## config.mk

```make
export PLATFORM = sky130hd
export DESIGN_NAME = msaa_sample_resolve_top
export DESIGN_NICKNAME = d
export VERILOG_FILES = /design/src/sv/msr_pkg.sv /design/src/sv/msaa_sample_resolve_top.sv /design/src/sv/msr_sdiv.sv /design/src/sv/msr_lane.sv
export SDC_FILE = /design/constraint.sdc
export NUM_CORES = 2
export LEC_CHECK = 0
export BUFFER_PORTS_ARGS = -buffer_cell sky130_fd_sc_hd__clkbuf_2
export CAP_MARGIN = 10
export CORE_AREA = 2 2 254 256
export DETAILED_ROUTE_END_ITERATION = 10
export DIE_AREA = 0 0 256 258
export GPL_TIMING_DRIVEN = 1
export PLACE_DENSITY = 0.91
export SLEW_MARGIN = 0
export SYNTH_ARGS = -nofsm -noshare
export SYNTH_HDL_FRONTEND = slang
export SYNTH_HIERARCHICAL = 1
export SYNTH_SLANG_ARGS = --single-unit
```

## constraint.sdc

```tcl
create_clock -name clk -period 13.7 [get_ports clk]
set_input_delay 2.055 -clock clk [delete_from_list [all_inputs] [get_ports clk]]
set_output_delay 2.055 -clock clk [all_outputs]
set_load 0.01 [all_outputs]
```

## src/sv/msr_pkg.sv

```systemverilog
package msr_pkg;

	localparam int MAX_SIDE_DEF  = 16;
	localparam int FRAC_BITS_DEF = 16;
	localparam int DATA_W        = 32;
	localparam int CFG_W         = 16;
	localparam int SIDE_W        = 5;
	localparam int COUNT_W       = 8;
	localparam int RQ_W          = 18;
	localparam int BYTE_W        = 8;

	typedef enum logic [0:0] {
		REG_SAMPLES_SIDE = 1'b0,
		REG_MIN_WEIGHT   = 1'b1
	} reg_idx_t;

	typedef struct packed {
		logic signed [DATA_W-1:0] sample_x;
		logic signed [DATA_W-1:0] sample_y;
		logic signed [DATA_W-1:0] sample_z;
		logic signed [DATA_W-1:0] sample_w;
	} sample_t;

	typedef struct packed {
		logic [BYTE_W-1:0] red;
		logic [BYTE_W-1:0] green;
		logic [BYTE_W-1:0] blue;
	} pixel_t;

	typedef struct packed {
		logic q_load;
		logic q_step;
		logic acc;
		logic r_load;
		logic r_step;
	} lane_ctrl_t;

	typedef enum logic [2:0] {
		ST_IDLE,
		ST_SETUP,
		ST_DIV,
		ST_ACC,
		ST_RLOAD,
		ST_RDIV,
		ST_RDONE
	} state_t;

endpackage

```

## src/sv/msaa_sample_resolve_top.sv

```systemverilog
// channel  | handshake                 | payload
// sample   | sample_valid/sample_ready | sample (x, y, z, w, signed Q16.16)
// pixel    | pixel_valid/pixel_ready   | pixel (red, green, blue bytes)
// cfg      | cfg_valid/cfg_ready       | cfg_index, cfg_data
//
// A sample passes through accept, setup, one quotient bit per cycle in three parallel
// restoring dividers, then accumulate.
// The sample that completes a pixel then adds load, 18 steps of the byte dividers
// (one quotient bit per cycle), and the output register load.
// A finished pixel waits in the output register while the next samples are taken;
// only the following pixel stalls on it. Reset: side 1, min weight 1, sums clear.
module msaa_sample_resolve_top
	import msr_pkg::*;
#(
	parameter int MAX_SIDE  = MAX_SIDE_DEF,
	parameter int FRAC_BITS = FRAC_BITS_DEF
) (
	input  logic             clk,
	input  logic             arst_n,
	input  logic             sample_valid,
	output logic             sample_ready,
	input  sample_t          sample,
	output logic             pixel_valid,
	input  logic             pixel_ready,
	output pixel_t           pixel,
	input  logic             cfg_valid,
	output logic             cfg_ready,
	input  reg_idx_t         cfg_index,
	input  logic [CFG_W-1:0] cfg_data
);

	localparam int NW     = $clog2(MAX_SIDE * MAX_SIDE + 1);
	localparam int SDW    = $clog2(MAX_SIDE + 1);
	localparam int STEP_N = (FRAC_BITS > RQ_W) ? FRAC_BITS : RQ_W;
	localparam int CW     = $clog2(STEP_N);

	state_t              state_q;
	state_t              state_nxt;
	logic [CW-1:0]       step_q;
	logic [SIDE_W-1:0]   side_q;
	logic [CFG_W-1:0]    minw_q;
	logic [COUNT_W-1:0]  count_q;
	sample_t             smp_q;
	pixel_t              pixel_q;
	logic                pixel_valid_q;
	lane_ctrl_t          ctrl;
	logic [SDW-1:0]      side_eff;
	logic [NW-1:0]       n;
	logic                w_ok;
	logic                pixel_done;
	logic                out_load;
	logic                last_q_step;
	logic                last_r_step;
	logic [BYTE_W-1:0]   red_v;
	logic [BYTE_W-1:0]   green_v;
	logic [BYTE_W-1:0]   blue_v;

	always_comb begin
		if (side_q == '0)
			side_eff = SDW'(1);
		else if (side_q > SIDE_W'(MAX_SIDE))
			side_eff = SDW'(MAX_SIDE);
		else
			side_eff = SDW'(side_q);
		n = NW'(side_eff) * NW'(side_eff);
	end

	assign w_ok = !smp_q.sample_w[DATA_W-1] && (smp_q.sample_w[DATA_W-2:0] != '0)
		&& (smp_q.sample_w[DATA_W-2:0] >= (DATA_W - 1)'(minw_q));
	assign pixel_done  = ({1'b0, count_q} + 9'd1) >= 9'(n);
	assign last_q_step = step_q == CW'(FRAC_BITS - 1);
	assign last_r_step = step_q == CW'(RQ_W - 1);

	always_comb begin
		state_nxt = state_q;
		unique case (state_q)
			ST_IDLE:  if (sample_valid) state_nxt = ST_SETUP;
			ST_SETUP: state_nxt = ST_DIV;
			ST_DIV:   if (last_q_step) state_nxt = ST_ACC;
			ST_ACC:   state_nxt = pixel_done ? ST_RLOAD : ST_IDLE;
			ST_RLOAD: state_nxt = ST_RDIV;
			ST_RDIV:  if (last_r_step) state_nxt = ST_RDONE;
			ST_RDONE: if (!pixel_valid_q || pixel_ready) state_nxt = ST_IDLE;
			default:  state_nxt = ST_IDLE;
		endcase
	end

	always_comb begin
		ctrl         = '0;
		sample_ready = 1'b0;
		out_load     = 1'b0;
		unique case (state_q)
			ST_IDLE:  sample_ready = 1'b1;
			ST_SETUP: ctrl.q_load = 1'b1;
			ST_DIV:   ctrl.q_step = 1'b1;
			ST_ACC:   ctrl.acc = 1'b1;
			ST_RLOAD: ctrl.r_load = 1'b1;
			ST_RDIV:  ctrl.r_step = 1'b1;
			ST_RDONE: out_load = !pixel_valid_q || pixel_ready;
			default:  ctrl = '0;
		endcase
	end

	always_ff @(posedge clk or negedge arst_n) begin
		if (!arst_n) begin
			state_q <= ST_IDLE;
			step_q  <= '0;
		end else begin
			state_q <= state_nxt;
			if (ctrl.q_load || ctrl.r_load)
				step_q <= '0;
			else if (ctrl.q_step || ctrl.r_step)
				step_q <= step_q + CW'(1);
		end
	end

	always_ff @(posedge clk) begin
		if (sample_valid && sample_ready)
			smp_q <= sample;
	end

	assign cfg_ready = 1'b1;

	always_ff @(posedge clk or negedge arst_n) begin
		if (!arst_n) begin
			side_q <= SIDE_W'(1);
			minw_q <= CFG_W'(1);
		end else if (cfg_valid && cfg_ready) begin
			unique case (cfg_index)
				REG_SAMPLES_SIDE: side_q <= cfg_data[SIDE_W-1:0];
				REG_MIN_WEIGHT:   minw_q <= cfg_data;
				default:          side_q <= side_q;
			endcase
		end
	end

	always_ff @(posedge clk or negedge arst_n) begin
		if (!arst_n) begin
			count_q <= '0;
		end else if (ctrl.acc) begin
			count_q <= pixel_done ? '0 : count_q + COUNT_W'(1);
		end
	end

	msr_lane #(.FRAC_BITS(FRAC_BITS), .NW(NW)) u_red (
		.clk   (clk),
		.arst_n(arst_n),
		.ctrl  (ctrl),
		.num   (smp_q.sample_x),
		.den   (smp_q.sample_w[DATA_W-2:0]),
		.w_ok  (w_ok),
		.n     (n),
		.value (red_v)
	);

	msr_lane #(.FRAC_BITS(FRAC_BITS), .NW(NW)) u_green (
		.clk   (clk),
		.arst_n(arst_n),
		.ctrl  (ctrl),
		.num   (smp_q.sample_y),
		.den   (smp_q.sample_w[DATA_W-2:0]),
		.w_ok  (w_ok),
		.n     (n),
		.value (green_v)
	);

	msr_lane #(.FRAC_BITS(FRAC_BITS), .NW(NW)) u_blue (
		.clk   (clk),
		.arst_n(arst_n),
		.ctrl  (ctrl),
		.num   (smp_q.sample_z),
		.den   (smp_q.sample_w[DATA_W-2:0]),
		.w_ok  (w_ok),
		.n     (n),
		.value (blue_v)
	);

	always_ff @(posedge clk) begin
		if (out_load) begin
			pixel_q.red   <= red_v;
			pixel_q.green <= green_v;
			pixel_q.blue  <= blue_v;
		end
	end

	always_ff @(posedge clk or negedge arst_n) begin
		if (!arst_n)
			pixel_valid_q <= 1'b0;
		else if (out_load)
			pixel_valid_q <= 1'b1;
		else if (pixel_ready)
			pixel_valid_q <= 1'b0;
	end

	assign pixel_valid = pixel_valid_q;
	assign pixel       = pixel_q;

	a_accept_setup: assert property (@(posedge clk) disable iff (!arst_n)
		sample_valid && sample_ready |=> state_q == ST_SETUP)
		else $error("accepted sample did not start setup");

	a_count_adv: assert property (@(posedge clk) disable iff (!arst_n)
		state_q == ST_ACC && !pixel_done |=> count_q == $past(count_q) + COUNT_W'(1))
		else $error("sample count did not advance");

	a_pixel_clear: assert property (@(posedge clk) disable iff (!arst_n)
		state_q == ST_ACC && pixel_done |=> state_q == ST_RLOAD && count_q == '0)
		else $error("pixel completion did not clear count");

	a_div_bound: assert property (@(posedge clk) disable iff (!arst_n)
		state_q == ST_DIV |-> step_q <= CW'(FRAC_BITS - 1))
		else $error("quotient step count overran");

	a_pixel_src: assert property (@(posedge clk) disable iff (!arst_n)
		$rose(pixel_valid) |-> $past(state_q) == ST_RDONE)
		else $error("pixel raised outside resolve completion");

endmodule

```

## src/sv/msr_sdiv.sv

```systemverilog
module msr_sdiv
	import msr_pkg::*;
#(
	parameter int DW = 31,
	parameter int QW = 16
) (
	input  logic          clk,
	input  logic          load,
	input  logic          step,
	input  logic [DW-1:0] rem_init,
	input  logic [QW-1:0] dividend,
	input  logic [DW-1:0] den,
	output logic [QW-1:0] quot
);

	logic [DW-1:0] rem_q;
	logic [QW-1:0] num_q;
	logic [QW-1:0] quot_q;
	logic [DW:0]   trial;
	logic [DW:0]   diff;
	logic          ge;

	always_comb begin
		trial = {rem_q, num_q[QW-1]};
		ge    = trial >= {1'b0, den};
		diff  = trial - {1'b0, den};
	end

	always_ff @(posedge clk) begin
		if (load) begin
			rem_q <= rem_init;
			num_q <= dividend;
		end else if (step) begin
			rem_q  <= ge ? diff[DW-1:0] : trial[DW-1:0];
			num_q  <= {num_q[QW-2:0], 1'b0};
			quot_q <= {quot_q[QW-2:0], ge};
		end
	end

	assign quot = quot_q;

endmodule

```

## src/sv/msr_lane.sv

```systemverilog
module msr_lane
	import msr_pkg::*;
#(
	parameter int FRAC_BITS = FRAC_BITS_DEF,
	parameter int NW        = 9
) (
	input  logic                     clk,
	input  logic                     arst_n,
	input  lane_ctrl_t               ctrl,
	input  logic signed [DATA_W-1:0] num,
	input  logic [DATA_W-2:0]        den,
	input  logic                     w_ok,
	input  logic [NW-1:0]            n,
	output logic [BYTE_W-1:0]        value
);

	localparam int SW = FRAC_BITS + 9;
	localparam int AW = FRAC_BITS + 1 + RQ_W;

	logic                 zero_q;
	logic                 full_q;
	logic [SW-1:0]        sum_q;
	logic [FRAC_BITS-1:0] quot;
	logic [FRAC_BITS:0]   addend;
	logic [AW-1:0]        scaled;
	logic [RQ_W-1:0]      rq;

	msr_sdiv #(
		.DW(DATA_W - 1),
		.QW(FRAC_BITS)
	) u_qdiv (
		.clk     (clk),
		.load    (ctrl.q_load),
		.step    (ctrl.q_step),
		.rem_init(num[DATA_W-2:0]),
		.dividend('0),
		.den     (den),
		.quot    (quot)
	);

	always_ff @(posedge clk) begin
		if (ctrl.q_load) begin
			zero_q <= !w_ok || num[DATA_W-1] || (num == '0);
			full_q <= num[DATA_W-2:0] >= den;
		end
	end

	always_comb begin
		if (zero_q)
			addend = '0;
		else if (full_q)
			addend = (FRAC_BITS + 1)'(1) << FRAC_BITS;
		else
			addend = {1'b0, quot};
		scaled = (AW'(sum_q) << 9) - (AW'(sum_q) << 1) + (AW'(n) << FRAC_BITS);
	end

	always_ff @(posedge clk or negedge arst_n) begin
		if (!arst_n) begin
			sum_q <= '0;
		end else if (ctrl.r_load) begin
			sum_q <= '0;
		end else if (ctrl.acc) begin
			sum_q <= sum_q + SW'(addend);
		end
	end

	msr_sdiv #(
		.DW(NW),
		.QW(RQ_W)
	) u_rdiv (
		.clk     (clk),
		.load    (ctrl.r_load),
		.step    (ctrl.r_step),
		.rem_init('0),
		.dividend(scaled[AW-1:FRAC_BITS+1]),
		.den     (n),
		.quot    (rq)
	);

	assign value = (|rq[RQ_W-1:BYTE_W]) ? {BYTE_W{1'b1}} : rq[BYTE_W-1:0];

endmodule
```

Yosys cells after proc, flatten, opt, wreduce, memory -nomap -nowiden
Cells that the tools add are included.
W data, S select, Z words.
- flip-flop bits (word level): 547
- bits of input ports: 150
- add/sub/neg operators: 18
- reductions and logical operators: 34
- $mul: 1
- order comparisons: 12
- muxes and demuxes: 50
- eq/ne operators: 12
- bitwise operators: 3
- operators by type and width (kind ; number):
    $mux W31 ; 9
    $mux W25 ; 6
    $mux W18 ; 6
    $add A35 B25 Y35 ; 3
    $sub A34 B26 Y35 ; 3
    $mux W17 ; 6
    $ge A32 B31 Y1 ; 3
    $logic_not A32 Y1 ; 3
    $ge A31 B31 Y1 ; 3
    $sub A31 B31 Y31 ; 3
    $add A25 B17 Y25 ; 3
    $ge A31 B16 Y1 ; 1
    $reduce_bool A31 Y1 ; 1
    $ge A10 B9 Y1 ; 3
    $reduce_or A10 Y1 ; 3
    $mux W9 ; 3
    $sub A9 B9 Y9 ; 3
    $pmux W3 S7 ; 1
    $mux W5 ; 4
    $mux W3 ; 5
    $reduce_bool A2 Y1 ; 5
    $add A8 B1 Y9 const B ; 1
    $eq A3 B3 Y1 const B ; 3
    $ge A9 B9 Y1 ; 1
    other kinds (19) ; 48

Longest topological paths before layout
- word-level depth: 7
- gate-level depth with buffers: 27

Hierarchy
Netlist, hierarchy kept.
- modules (own cells, without submodules) (module ; area an instance (µm²) ; sequential area each (µm²) ; times used ; cells each):
    msr_sdiv (u_blue.u_qdiv ...) ; 4638.2 ; 1891.8 ; 3 ; 454
    msaa_sample_resolve_top ; 7563.5 ; 5517.8 ; 1 ; 484
    msr_sdiv (u_blue.u_rdiv ...) ; 2255.9 ; 1351.3 ; 3 ; 164
    msr_lane (u_green) ; 4519.3 ; 685.7 ; 1 ; 572
    msr_lane (u_blue) ; 4476.8 ; 685.7 ; 1 ; 561
    msr_lane (u_red) ; 4251.6 ; 685.7 ; 1 ; 532

Worst setup path before layout
Ideal clock, no wire load.
- path type: register to register
- start: register side_q[4]
- end: register u_red.u_rdiv.num_q[17], data pin
- slack: 7.267 ns
- clock period less this slack: 6.433 ns
- data required time: 13.440 ns
- buffers on the path: 2
- setup time: 0.260 ns
- data arrival time: 6.174 ns
- cell stages (with the launch flop): 28
- cells stage by stage: dfrtp_1 > buf_4 > nor2b_4 > nand2_1 > fa_1 > fa_1 > inv_1 > ha_1 > clkbuf_1 > ha_1 > and2_1 > a311o_1 > a21oi_2 > xnor2_1 > inv_1 > fa_1 > inv_1 > ha_1 > nand4_1 > nor3_1 > a2111oi_2 > a31oi_1 > o211ai_2 > a21boi_2 > o21a_1 > o41a_1 > xnor2_1 > mux2_2
- word-level cells in the longest chain between the ends: 6
- elaborated cells on any way between the ends: 7
- RTL lines (element ; line ; source):
    start: declaration ; msaa_sample_resolve_top.sv:40 ; logic [SIDE_W-1:0] side_q;
    start signal: assignment ; msaa_sample_resolve_top.sv:130 ; REG_SAMPLES_SIDE: side_q <= cfg_data[SIDE_W-1:0];
    start signal: assignment ; msaa_sample_resolve_top.sv:132 ; default: side_q <= side_q;
    $gt A5 B5 Y1 ; msaa_sample_resolve_top.sv:61 ; else if (side_q > SIDE_W'(MAX_SIDE))
    $mux W5 ; msaa_sample_resolve_top.sv:61 ;
    $mux W5 * ; msaa_sample_resolve_top.sv:59 ; if (side_q == '0)
    $mul A5 B5 Y9 * ; msaa_sample_resolve_top.sv:65 ; n = NW'(side_eff) * NW'(side_eff);
    named net n[7] ; msaa_sample_resolve_top.sv:48 ; logic [NW-1:0] n;
    $add A35 B25 Y35 * ; msr_lane.sv:55 ; scaled = (AW'(sum_q) << 9) - (AW'(sum_q) << 1) + (AW'(n) << FRAC_BITS);
    named net u_red.scaled[34] ; msr_lane.sv:25 ; logic [AW-1:0] scaled;
    $mux W18 * ; msr_sdiv.sv:30 ; if (load) begin
    end signal: assignment ; msr_sdiv.sv:32 ; num_q <= dividend;
    end signal: assignment ; msr_sdiv.sv:35 ; num_q <= {num_q[QW-2:0], 1'b0};
    end: declaration ; msr_sdiv.sv:17 ; logic [QW-1:0] num_q;
Mark *: on every way through the listed nets, which the timed path passes. The rest lies on a longest branch.
A chain may end at the register's enable or synchronous reset.

Worst setup path in the final report
Ends and elaborated chain as after synthesis.

==> reports/metrics.yaml <==
status: "finished, final reports clean"
fin_tns_setup_ns: 0
io-pin-count: 177
p_per_area_nw_per_um2: 244
wl_met1_um: 41200
nets: 4846
rsz0062_at_grt: "no"
fin_total_pwr_mw: 11.1
setup_viol: 0
critPathMaxFanout: 8
clkTransAtPathRegs_ns: 0.06
grt_max_degree: 190
r2r_start: "side_q[4]"
first_iter_violations: 3262
hold_viol_final: 0
syn-instance-count: 4003
grt_usage_pct: 30.5
wl_met3_um: 7040
rr_endpoint: "u_red/u_rdiv/num_q[17]"
startpoint_type: "register"
finalMaxSlewViolations: 0
fill_cells: 4310
slew_headroom_pct: 19.0
synthArstFlopShare_pct: 19.0
grt_first_pass_wirelength_um: 163000
synth_largest_area_cell: "edfxtp_1"
highest_layer: "met4"
synth.area.top_cells: "edfxtp_1 (35%), ha_1 (13%), dfrtp_1 (6.7%)"
firstDrtPassIters: 6
tritoncts: "built"
fmax_ghz: 0.146
clock-sinks: 595
port_buffers: 175
cts_buffers: 66
antenna_cells: 0
ys_seq_area_share_pct: 41.7
drt-vias-per-instance: 6.31
synth_edf_count: 482
cp_num_buf_inv: 4
fp.dieW_um: 256
fin_cells: 5149
period_minus_slack_ns: 6.84
cp.arrival_ns: 7.20
start_util_pct: 65.2
grt.overflow.total: 0
wl_met2_um: 49100
htree_levels: 3
hp-start: "u_green/u_rdiv/quot[3]"
final.period_utilization_pct: 50.0
yosys_warnings: 6
place_hpwl_um: 71800
gp_congestion: 0.957
peakVddDrop_mv: 0.170
place_inst: 5029
hold_class: "register to register"
area_growth_pct: 9.79
layout-drive-gt1-share_pct: 14.9
ant_nets: 0
clock_latency_ns: 0.62
drt_wl_total_um: 103000
die_y_um: 258
ctsLongestPathBuffers: 3
fin_util_pct: 71.6
required_ns: 14.06
crit_family: "adder cells"
routed-via-count: 32504
ys_types: 114
path_class: "register to register"
die_area_um2: 66000
post_cts_buffers: 0
end_kind: "register"
ys_ff_latch: 595
antenna_found_initial: 0
synthFlopType: "edfxtp_1"
min_to: "u_green/u_rdiv/quot[4]"
cts_resized: 0
r2r_cells: 26
wl_per_cell_um: 19.9
fin_skew_ns: 0.0260
rows: 93
crit_slowest_cell: "fa_1"
tightest_slew_ns: 1.22
postCtsHoldBufs: 0
syn-cell-area_um2: 41500
cap_violations: 0
synth.most_common_cell: "edfxtp_1"
drc: 0
grt_pass1_vias: 32085
placeableCoreArea_um2: 63600
holdWs_ns: 0.439
root_buffer: "clkbuf_16"
synth_top_area_share_pct: 34.9
synth_area_per_cell_um2: 10.4
p_leak_nw: 19.4
slowest_delay_ns: 0.53
r2r_slack_ns: 6.86
hold_depth: 0
yosys-top-cells-count: "edfxtp_1 (482), inv_1 (443), ha_1 (415), a21oi_1 (311), nor2_1 (269)"
metrics by stage:
stage                     setup WS (ns)  area [µm²]
after global placement             7.03       43300
final                              6.86       45600
after floorplan                    7.27       41800
after detailed placement           6.89       43300
after global routing               6.49       45600
after CTS                          6.85       45600
report_power, final:
group / switching, mW / internal [mW]
registers: 0.463 / 2.79
logic: 3.44 / 2.57
clock network: 0.767 / 1.08
registers in the layout (all words and copies together), names as in the netlist, 24 cells and up:
signal,flops
u_green/u_qdiv/rem_q,31
smp_q,128
pixel,24
u_green/sum_q,25
u_red/sum_q,25
u_blue/sum_q,25
u_red/u_qdiv/rem_q,31
u_blue/u_qdiv/rem_q,31
kinds of logic after synthesis:
kind of cell	count (synthesis)	synth area share, %
compound gates	935	15.1
xor+xnor	166	3.50
fa+ha+maj	454	14.4
buf+inv	549	5.50
flops	595	41.7
mux	234	6.28
other cells	5	0.0452
simple gates	1065	13.5
layout by cell type, fill, tap and decap left out, drive strengths merged, types with 99 or more instances in the layout:
master  count
edfxtp    482
inv       449
ha        415
a21oi     319
nor2      273
clkbuf    263
mux2      210
nand2     184
o21ai     174
dfrtp     111
a21o      104
xnor2      99
worst max path at each step:
| stage | start | end | slack [ns] | cells after the start |
|---|---|---|---|---|
| after global routing | side_q[4] | u_red/u_rdiv/num_q[17] | 6.49 | 26 |
| after detailed placement | side_q[4] | u_red/u_rdiv/num_q[17] | 6.89 | 26 |
| after floorplan | side_q[4] | u_red/u_rdiv/num_q[17] | 7.27 | 27 |
| final | side_q[4] | u_red/u_rdiv/num_q[17] | 6.86 | 26 |
| after CTS | side_q[4] | u_red/u_rdiv/num_q[17] | 6.85 | 26 |
| after global placement | side_q[4] | u_red/u_rdiv/num_q[17] | 7.03 | 26 |
layout make-up:
cell class | count | area (µm²) | share of cell area (%)
clock buffer | 89 | 1910 | 4.18
clock inverter | 31 | 348 | 0.764
inverter | 446 | 1670 | 3.67
multi-input combinational | 2939 | 22200 | 48.8
sequential | 595 | 17300 | 38.0
tap | 855 | 1070 | 2.35
timing repair buffer | 194 | 1030 | 2.27
worst reg2reg max path: cells and delay by family (launching register included):
family | cells | cell delay [ns]
DFF | 1 | 0.48
buffers and inverters | 4 | 0.37
AOI/OAI and AO/OA | 8 | 2.09
xor gates and xnor gates | 2 | 0.27
adders and majority gates | 6 | 2.39
and+or+nand+nor | 5 | 0.73
muxes | 1 | 0.26
layer usage:
layer  track usage, %  up-vias
met5                0        -
met3             4.20      347
li1                 -    15040
met2             51.9     1524
met4             15.4        0
met1             38.4    15593
(Power assumes the default switching activity.)
